--- src/sv/ptt_pkg.sv ---
// ----------------------------------------------------------------------------
// ptt_pkg
// Shared types and constants for the periodic timer table.
// ----------------------------------------------------------------------------
package ptt_pkg;

    localparam int NUM_TIMERS = 16;
    localparam int TIME_BITS  = 32;
    localparam int IDX_W      = (NUM_TIMERS > 1) ? $clog2(NUM_TIMERS) : 1;

    localparam logic [23:0] MIN_INTERVAL = 24'd1;

    typedef enum logic [1:0] {
        FN_REGISTER   = 2'd0,
        FN_UNREGISTER = 2'd1,
        FN_ADVANCE    = 2'd2
    } t_func;

    typedef enum logic [1:0] {
        ST_IDLE,
        ST_SCAN,
        ST_FLUSH
    } t_state;

    typedef struct packed {
        logic [1:0]  func;
        logic [3:0]  timer_index;
        logic [23:0] interval;
        logic [31:0] context_req;
        logic [1:0]  tick_count;
    } t_in_item;

    typedef struct packed {
        logic [3:0]  fired_index;
        logic [31:0] fired_context;
        logic [31:0] fire_time;
        logic        last;
    } t_out_item;

    // one table entry as held in the timer memory
    typedef struct packed {
        logic [23:0]          period;
        logic [TIME_BITS-1:0] due;
        logic [31:0]          user_word;
    } t_entry;

    localparam int ENTRY_W = $bits(t_entry);

endpackage

--- src/sv/ptt_ram.sv ---
// ----------------------------------------------------------------------------
// ptt_ram
// Simple dual-port RAM, one write and one registered read per cycle, with
// write-to-read bypass when both ports address the same entry.
// ----------------------------------------------------------------------------
module ptt_ram #(
    parameter int DEPTH = 16,
    parameter int WIDTH = 8,
    parameter int AW    = (DEPTH > 1) ? $clog2(DEPTH) : 1
) (
    input  logic             i_clk,
    input  logic             i_we,
    input  logic [AW-1:0]    i_waddr,
    input  logic [WIDTH-1:0] i_wdata,
    input  logic             i_re,
    input  logic [AW-1:0]    i_raddr,
    output logic [WIDTH-1:0] o_rdata
);

    logic [WIDTH-1:0] r_mem [DEPTH];
    logic [WIDTH-1:0] r_rdata;

    always_ff @(posedge i_clk) begin
        if (i_we) begin
            r_mem[i_waddr] <= i_wdata;
        end
    end

    always_ff @(posedge i_clk) begin
        if (i_re) begin
            if (i_we && (i_waddr == i_raddr)) begin
                r_rdata <= i_wdata;
            end else begin
                r_rdata <= r_mem[i_raddr];
            end
        end
    end

    assign o_rdata = r_rdata;

endmodule

--- src/sv/periodic_timer_table.sv ---
// ----------------------------------------------------------------------------
// periodic_timer_table
// Table of periodic timers advanced by a wrapping tick time.
// ----------------------------------------------------------------------------
// Register and unregister transfers leave the block idle and ready. An advance
// transfer scans the timer memory once per tick, one entry per cycle through its
// single read port while the result side does not hold off the scan, and
// occupies the block until the scan and the flush of its held expiry are done.
// Expiries leave in tick order and, within a tick, in ascending index order;
// the final expiry of an advance carries last. A new input transfer is taken
// once the previous advance has handed over all its results to the output
// register.
module periodic_timer_table (
    input  logic              i_clk,
    input  logic              i_rst_n,
    input  logic              i_in_valid,
    output logic              o_in_ready,
    input  ptt_pkg::t_in_item i_in_data,
    output logic              o_out_valid,
    input  logic              i_out_ready,
    output ptt_pkg::t_out_item o_out_data
);
    import ptt_pkg::*;

    t_state               r_state, n_state;
    logic [NUM_TIMERS-1:0] r_armed;
    logic [TIME_BITS-1:0] r_time;
    logic [1:0]           r_ticks_left;
    logic [IDX_W-1:0]     r_rd_idx;

    logic                 r_chk_valid;
    logic [IDX_W-1:0]     r_chk_idx;
    logic [TIME_BITS-1:0] r_chk_time;

    logic                 r_pend_valid;
    t_out_item            r_pend;
    logic                 r_out_valid;
    t_out_item            r_out;

    logic                 in_acc;
    logic                 idx_ok;
    logic [23:0]          per_fix;
    t_entry               chk_entry;
    t_entry               reg_entry;
    t_entry               upd_entry;
    logic [ENTRY_W-1:0]   ram_rdata;
    logic                 hit;
    logic                 out_free;
    logic                 stall;
    logic                 issue;
    logic                 last_idx;
    logic                 reg_we;
    logic                 flush_push;
    logic                 ram_we;
    logic [IDX_W-1:0]     ram_waddr;
    logic [ENTRY_W-1:0]   ram_wdata;
    t_out_item            hit_item;
    t_out_item            pend_out;

    assign o_in_ready = (r_state == ST_IDLE);
    assign in_acc     = i_in_valid && o_in_ready;
    assign idx_ok     = (int'(i_in_data.timer_index) < NUM_TIMERS);
    assign per_fix    = (i_in_data.interval == '0) ? MIN_INTERVAL : i_in_data.interval;

    assign reg_entry.period    = per_fix;
    assign reg_entry.due       = r_time + TIME_BITS'(per_fix);
    assign reg_entry.user_word = i_in_data.context_req;

    assign chk_entry = t_entry'(ram_rdata);
    assign hit       = r_chk_valid && r_armed[r_chk_idx] && (chk_entry.due == r_chk_time);
    assign out_free  = !r_out_valid || i_out_ready;
    // a second expiry needs the held one moved on first
    assign stall     = hit && r_pend_valid && !out_free;
    assign issue     = (r_state == ST_SCAN) && (r_ticks_left != '0) && !stall;
    assign last_idx  = (r_rd_idx == IDX_W'(NUM_TIMERS - 1));

    assign upd_entry.period    = chk_entry.period;
    assign upd_entry.due       = r_chk_time + TIME_BITS'(chk_entry.period);
    assign upd_entry.user_word = chk_entry.user_word;

    assign hit_item.fired_index   = 4'(r_chk_idx);
    assign hit_item.fired_context = chk_entry.user_word;
    assign hit_item.fire_time     = 32'(r_chk_time);
    assign hit_item.last          = 1'b0;

    assign reg_we = in_acc && (i_in_data.func == FN_REGISTER) && idx_ok;

    always_comb begin
        if (reg_we) begin
            ram_we    = 1'b1;
            ram_waddr = IDX_W'(i_in_data.timer_index);
            ram_wdata = reg_entry;
        end else begin
            ram_we    = hit && !stall;
            ram_waddr = r_chk_idx;
            ram_wdata = upd_entry;
        end
    end

    ptt_ram #(
        .DEPTH (NUM_TIMERS),
        .WIDTH (ENTRY_W),
        .AW    (IDX_W)
    ) u_ram (
        .i_clk   (i_clk),
        .i_we    (ram_we),
        .i_waddr (ram_waddr),
        .i_wdata (ram_wdata),
        .i_re    (issue),
        .i_raddr (r_rd_idx),
        .o_rdata (ram_rdata)
    );

    assign flush_push = (r_state == ST_FLUSH) && r_pend_valid && out_free;

    // held expiry, marked last only when the scan is over
    always_comb begin
        pend_out      = r_pend;
        pend_out.last = flush_push;
    end

    always_comb begin
        n_state = r_state;
        case (r_state)
            ST_IDLE: begin
                if (in_acc && (i_in_data.func == FN_ADVANCE)
                        && (i_in_data.tick_count != '0)) begin
                    n_state = ST_SCAN;
                end
            end
            ST_SCAN: begin
                if ((r_ticks_left == '0) && !r_chk_valid) begin
                    n_state = ST_FLUSH;
                end
            end
            ST_FLUSH: begin
                if (!r_pend_valid || out_free) begin
                    n_state = ST_IDLE;
                end
            end
            default: begin
                n_state = ST_IDLE;
            end
        endcase
    end

    always_ff @(posedge i_clk) begin
        if (!i_rst_n) begin
            r_state <= ST_IDLE;
        end else begin
            r_state <= n_state;
        end
    end

    always_ff @(posedge i_clk) begin
        if (!i_rst_n) begin
            r_armed      <= '0;
            r_time       <= '0;
            r_ticks_left <= '0;
            r_rd_idx     <= '0;
            r_chk_valid  <= 1'b0;
            r_pend_valid <= 1'b0;
            r_out_valid  <= 1'b0;
        end else begin
            if (in_acc && idx_ok) begin
                if (i_in_data.func == FN_REGISTER) begin
                    r_armed[IDX_W'(i_in_data.timer_index)] <= 1'b1;
                end else if (i_in_data.func == FN_UNREGISTER) begin
                    r_armed[IDX_W'(i_in_data.timer_index)] <= 1'b0;
                end
            end

            if (in_acc && (i_in_data.func == FN_ADVANCE)) begin
                r_ticks_left <= i_in_data.tick_count;
                r_rd_idx     <= '0;
            end else if (issue) begin
                if (last_idx) begin
                    r_rd_idx     <= '0;
                    r_ticks_left <= r_ticks_left - 2'd1;
                    r_time       <= r_time + 1'b1;
                end else begin
                    r_rd_idx <= r_rd_idx + 1'b1;
                end
            end

            if (!stall) begin
                r_chk_valid <= issue;
            end

            // held expiry goes out with last set once the scan is over
            if (hit && !stall) begin
                r_pend_valid <= 1'b1;
            end else if (flush_push) begin
                r_pend_valid <= 1'b0;
            end

            if ((hit && !stall && r_pend_valid) || flush_push) begin
                r_out_valid <= 1'b1;
            end else if (i_out_ready) begin
                r_out_valid <= 1'b0;
            end
        end
    end

    always_ff @(posedge i_clk) begin
        if (!stall) begin
            r_chk_idx  <= r_rd_idx;
            r_chk_time <= r_time;
        end
        if (hit && !stall) begin
            r_pend <= hit_item;
            if (r_pend_valid) begin
                r_out <= pend_out;
            end
        end else if (flush_push) begin
            r_out <= pend_out;
        end
    end

    assign o_out_valid = r_out_valid;
    assign o_out_data  = r_out;

    // checks

    a_idle_no_pend: assert property (@(posedge i_clk) disable iff (!i_rst_n)
        (r_state == ST_IDLE) |-> !r_pend_valid && !r_chk_valid && (r_ticks_left == '0))
        else $error("idle with scan work outstanding");

    a_chk_in_scan: assert property (@(posedge i_clk) disable iff (!i_rst_n)
        r_chk_valid |-> (r_state == ST_SCAN))
        else $error("check stage busy outside scan");

    a_stall_holds: assert property (@(posedge i_clk) disable iff (!i_rst_n)
        stall |=> r_chk_valid && $stable(r_chk_idx) && $stable(r_rd_idx))
        else $error("scan moved on during a stall");

    a_tick_wrap: assert property (@(posedge i_clk) disable iff (!i_rst_n)
        (issue && last_idx) |=> (r_time == $past(r_time) + 1'b1) && (r_rd_idx == '0))
        else $error("tick did not advance at end of table pass");

endmodule
--- config.mk ---
export PLATFORM = sky130hd
export DESIGN_NAME = periodic_timer_table
export DESIGN_NICKNAME = d
export VERILOG_FILES = /design/src/sv/ptt_pkg.sv /design/src/sv/ptt_ram.sv /design/src/sv/periodic_timer_table.sv
export SDC_FILE = /design/constraint.sdc
export NUM_CORES = 2
export LEC_CHECK = 0
export ABC_AREA = 1
export BUFFER_PORTS_ARGS = -buffer_cell sky130_fd_sc_hd__buf_2
export CAP_MARGIN = 20
export CORE_ASPECT_RATIO = 1.5
export CORE_MARGIN = 3
export CORE_UTILIZATION = 50
export CTS_CLUSTER_SIZE = 25
export DETAILED_ROUTE_END_ITERATION = 12
export PLACE_DENSITY = 0.75
export SYNTH_ARGS = -nofsm -noshare
export SYNTH_HDL_FRONTEND = slang
export SYNTH_HIERARCHICAL = 1
export SYNTH_SLANG_ARGS = --single-unit
--- constraint.sdc ---
create_clock -name i_clk -period 22.4 [get_ports i_clk]
set_clock_uncertainty 0.1 [all_clocks]
set_input_delay 1.12 -clock i_clk [delete_from_list [all_inputs] [get_ports i_clk]]
set_output_delay 1.12 -clock i_clk [all_outputs]
set_load 0.03 [all_outputs]
== After elaboration in Yosys (flattened, before gate mapping) ==
Memories as Yosys holds them, arrays and structs flattened. A register that Yosys moved wholly into a read port is not among the register bits.
Cells that the tools add are included.
Cells by class
  divide/modulo/power cells: 0
  multiplexer cells: 27
  shifts and indexed selects: 0
  equal/unequal tests: 10
  add/subtract/negate cells: 5
  $lt $le $gt $ge: 3
  multipliers: 0
  bitwise logic cells: 5
  reductions and logical operators: 41
Operators by type and width (number)
  $mux 69: 3
  $mux 88: 1
  $add 32x24->32: 2
  $add 32x1->32 const B: 1
  $eq 32x32->1: 1
  $mux 16: 2
  $logic_not 24->1: 1
  $mux 24: 1
  $and 16x16->16: 1
  $logic_and 1x1->1: 16
  $not 16->16: 1
  $or 16x16->16: 1
  $reduce_bool 2->1: 7
  $mux 2: 6
  $lt 4x5->1 const B: 2
  $mux 1: 9
  $mux 4: 2
  $logic_not 2->1: 3
  $ne 2x1->1 const B: 3
  $pmux 2 s3: 1
  $reduce_and 2->1: 3
  $reduce_and 3->1: 2
  $logic_not 1->1: 5
  $add 4x1->4 const B: 1
  11 further kinds: 16
Storage, ports and cells
  logic and storage cells: 109
  memory bits (writable): 1408
  output and inout bits: 71
  bits of input ports: 68
  flip-flop bits (word level): 232
  memory bits (read-only): 0
  memories kept: 1
  bits in latches: 0
Memories
  u_ram.r_mem: depth 16, bits a word 88, rd ports 1, clocked after Yosys merged registers in 1, wr ports 1, RTL line ptt_ram.sv:20  | logic [WIDTH-1:0] r_mem [DEPTH];

== Logic depth before layout (Yosys ltp) ==
  depth in word-level cells: 11
  depth in mapped cells: 20
  mapped depth without buffers: 20

== Modules after synthesis ==
The synthesis kept the hierarchy.
Modules (own cells, without submodules)
  ptt_ram: area an instance 60369.1 um^2, seq. area each 44923.1 um^2, cells an instance 5046, times used 1
  periodic_timer_table: area an instance 13596.8 um^2, seq. area each 6376.1 um^2, cells an instance 1723, times used 1

== Worst setup path after synthesis ==
No wires, ideal clock.
  path kind: input to register
  start: in i_out_ready
  end: mem u_ram/r_mem[11][0] (netlist name), enable pin
  slack: 13.184 ns
  data arrival time: 8.580 ns
  setup time: 0.536 ns
  data required time: 21.764 ns
  cell stages on the path: 8
  path buffers: 0
  cells stage by stage: nor2_1 -> inv_1 -> nor2_1 -> nor2_1 -> inv_1 -> nand2_1 -> nand3_1 -> nor2_1
Between the ends
  cells in the longest elaborated chain, start to end: 8
RTL lines
  from (decl): RTL line periodic_timer_table.sv:20  | input logic i_out_ready,
  $logic_or 1x1->1: RTL line periodic_timer_table.sv:71  | assign out_free = !r_out_valid || i_out_ready;
  $logic_not 1->1: RTL line periodic_timer_table.sv:73  | assign stall = hit && r_pend_valid && !out_free;
  $logic_and 1x1->1: RTL line periodic_timer_table.sv:73
  $logic_not 1->1: RTL line periodic_timer_table.sv:94  | ram_we = hit && !stall;
  $logic_and 1x1->1: RTL line periodic_timer_table.sv:94
  $mux 1: RTL line periodic_timer_table.sv:89  | if (reg_we) begin
  via ram_we: RTL line periodic_timer_table.sv:54  | logic ram_we;
  $mux 1: RTL line ptt_ram.sv:24  | if (i_we) begin
  $mux 1 (not written as such): RTL line ptt_ram.sv:25  | r_mem[i_waddr] <= i_wdata;
  to (decl): RTL line ptt_ram.sv:20
The timed path passes the listed nets, and every way through them passes these cells.

== Worst setup path after layout ==
  start: reg r_state[1]
  end: mem u_ram/r_mem[11][46] (netlist name), enable pin
Between the ends
  cells in the longest elaborated chain, start to end: 6
  elaborated cells on any way between the ends: 7
  classes of those cells: mux (4); reduce/logical (3)
RTL lines
  from (decl): RTL line periodic_timer_table.sv:25  | t_state r_state, n_state;
  from (signal assigned): RTL line periodic_timer_table.sv:151  | r_state <= n_state;
  $logic_not 2->1: RTL line periodic_timer_table.sv:60  | assign o_in_ready = (r_state == ST_IDLE);
  $logic_and 1x1->1: RTL line periodic_timer_table.sv:61  | assign in_acc = i_in_valid && o_in_ready;
  $logic_and 1x1->1: RTL line periodic_timer_table.sv:86  | assign reg_we = in_acc && (i_in_data.func == FN_REGISTER) && idx_ok;
  $mux 1: RTL line periodic_timer_table.sv:89
  via ram_we: RTL line periodic_timer_table.sv:54
  $mux 1: RTL line ptt_ram.sv:24
  $mux 1 (not written as such): RTL line ptt_ram.sv:25
The timed path passes the listed nets, and every way through them passes these cells.

==> impl_metrics.yaml <==
synthesis:
  synth_nets: 6890
  postSynthCellCount: 6769
  synth_edf_count: 1669
  ys_types: 49
  synth-main-ff-cell: "edfxtp_1"
  ys_async_sr_fraction_pct: 0
  synth_area_um2: 74000
  yosysWarnings: 6
  ys_ff_latch: 1728
  avgSynthCellArea_um2: 10.9
  yosysSeqAreaShare_pct: 69.4
detailed_routing:
  drc: 0
  vias: 52200
  wirelength_um: 203000
  wire_per_inst_um: 23.0
  first_pass_iters: 7
  vias_per_cell: 5.92
  drtIter0Drc: 6961
  postRouteAntennaNets: 0
worst_hold_path:
  min_path_cells: 0
  hp-class: "flop to flop"
worst_setup_path:
  cp-end-kind: "flop"
  critPathKind: "flop to flop"
  cp.arrival_ns: 5.94
  worstPathRequired_ns: 22.71
  start_kind: "flop"
  critPathMaxFanout: 52
  r2r_cells: 13
clocking:
  clockBufferDepth: 3
  postCtsSetupBuffers: 0
  clock_latency_ns: 0.80
  cts_tree: "done"
  htreeDepth: 4
  cts_resized: 0
  cts_buffers: 152
  clock-sinks: 1728
  clock-root-buffer: "clkbuf_16"
  clk_pin_slew_ns: 0.07
  holdBufCountCts: 0
sta:
  fmax_mhz: 178
  final_max_slew_viol_count: 0
  hold_viol: 0
  maxSlewHeadroom_pct: 16.7
  final.setup.tns_ns: 0
  rsz0062_at_grt: "false"
  fin_crit_ns: 5.63
  setup_viol: 0
  worst_slew_pin_slew_ns: 1.25
  timing.final.crit_share_pct: 25.1
pwr:
  p_leak_nw: 29.9
  p_per_area_nw_per_um2: 79.0
  peakVddDrop_mv: 0.0784
placement:
  place_congestion: 0.998
  dpl_cell_area_um2: 76000
  dp_hpwl_um: 116000
  portBuffers: 138
die:
  die_w_um: 320
  initial_core_util_pct: 50.4
  dieHeight_um: 477
  num_rows: 172
  io_pins: 139
  dieArea_um2: 153000
  floorplan.core_area_um2: 147000
cells_and_area:
  fin_nets: 6899
  final_common_cell: "nand2_1"
  drive_gt1_share_pct: 7.59
  most-common-layout-cells: "2538 x nand2_1, 1669 x edfxtp_1, 1141 x nand3_1"
  fill_cells: 11900
  fin_area_um2: 81100
  area_growth_pct: 9.61
global_route:
  grt_pass1_vias: 49700
  grtUsageTotal_pct: 26.1
  grt_max_degree: 235
  antenna_found_initial: 10
  grt_pass1_wl_um: 302000
  gr-total-overflow: 0
flow_run:
  max_cap_viol_count: 0
status:
  status: "finished, final reports clean"
==> stage by stage <==
stage	power, mW	setup WS (ns)	std cells	hold slack, ns	util, %
6_report	6.41	16.77	8818	0.314	55.2
5_1_grt	6.58	16.47	8818	0.316	55.2
4_1_cts	6.43	16.89	8816	0.308	55.2
3_5_place_dp	3.85	16.29	8537	0.305	51.8
3_3_place_gp	3.84	16.30	8534	0.301	51.8
2_1_floorplan	3.76	13.18	6769	0.300	-
==> cells in the mapped netlist (3+ instances only) <==
library cell  instances  area, um2
o22ai_1               7       43.8
a21oi_2              10       87.6
buf_6                21        236
inv_2                 8       30.0
a22oi_1               4       30.0
edfxtp_1           1669      50100
buf_2               185        926
buf_4                45        338
buf_1                27        101
o211ai_1              3       22.5
inv_1               199        747
clkbuf_1            106        398
a21o_1               10       75.1
nor2_2                4       25.0
nand3b_1              3       22.5
nand2_2              10       62.6
ha_1                 51        638
o21ai_0             101        505
a31oi_1               5       31.3
nand3_1            1141       5710
nand2_1            2539       9530
xor2_1               38        333
o21bai_1             11       82.6
xnor2_1              16        140
nand4_1             106        663
or2_2                 3       18.8
nor3_1               35        175
a21oi_1             130        651
dfxtp_1              59       1180
nor4_1               10       62.6
o21ai_1               5       25.0
nor2_1              185        694
==> worst paths after layout <==
path,start,end,slack (ns)
worst max register to register,r_state[1]$_SDFFE_PN0P_,u_ram/r_mem[11][46]$_DFFE_PP_,16.77
worst max-delay path,r_state[1]$_SDFFE_PN0P_,u_ram/r_mem[11][46]$_DFFE_PP_,16.77
worst min-delay path,pend_out[29]$_DFFE_PP_,o_out_data[29]$_DFFE_PP_,0.31
worst min register to register,pend_out[29]$_DFFE_PP_,o_out_data[29]$_DFFE_PP_,0.31
==> kinds of logic after synthesis <==
group / Yosys count / share of synthesized area, %
and+or+nand+nor: 4043 / 23.1
DFF: 1728 / 69.4
buffers and inverters: 594 / 3.79
AOI/OAI and AO/OA: 297 / 2.25
xor gates and xnor gates: 54 / 0.639
adders and majority gates: 53 / 0.917
==> power breakdown <==
part	leakage [nW]	switching, mW	internal, mW	total [mW]
logic	11.8	0.177	0.0526	0.230
clock network	2.43	1.20	1.42	2.63
registers	15.7	0.00646	3.54	3.55
==> per-layer routing <==
layer	GRT usage (%)	vias up	wire length, um
met2	42.9	3118	98900
li1	-	23400	-
met3	4.42	538	20200
met1	33.9	25100	75000
met4	12.1	2	9160
met5	0	-	17
==> layout make-up <==
class	count	area (um2)	area share, %
antenna	1	2.50	0.00309
clock buffer	180	3930	4.85
multi-input combinational	4447	20000	24.7
sequential	1728	51300	63.3
clock inverter	99	1100	1.35
inverter	209	815	1.00
timing repair buffer	240	1520	1.88
tap	1914	2390	2.95
==> registers in the layout, indices dropped and copies added, names as in the netlist, named ones only <==
register and count:
r_ticks_left 2, r_rd_idx 4, o_out_valid 1, r_chk_valid 1
o_out_data 69, u_ram/r_mem 1408, pend_out 68, r_pend_valid 1
r_chk_time 32, u_ram/o_rdata 88, r_chk_idx 4, r_time 32
r_state 2
==> worst max-delay path, stage by stage (launching register included) <==
cell and delay [ns]:
dfxtp_1 0.35, nor2_2 0.18, nand2_1 0.10, nor2_2 0.19, inv_1 0.12, nor2_4 0.10, buf_4 0.53, buf_4 0.61
inv_4 0.22, nand2_1 0.22, nand3_1 0.34, nor2_4 0.72, buf_4 0.44, buf_4 0.79
Note: power is estimated with default switching activity, not from simulation.
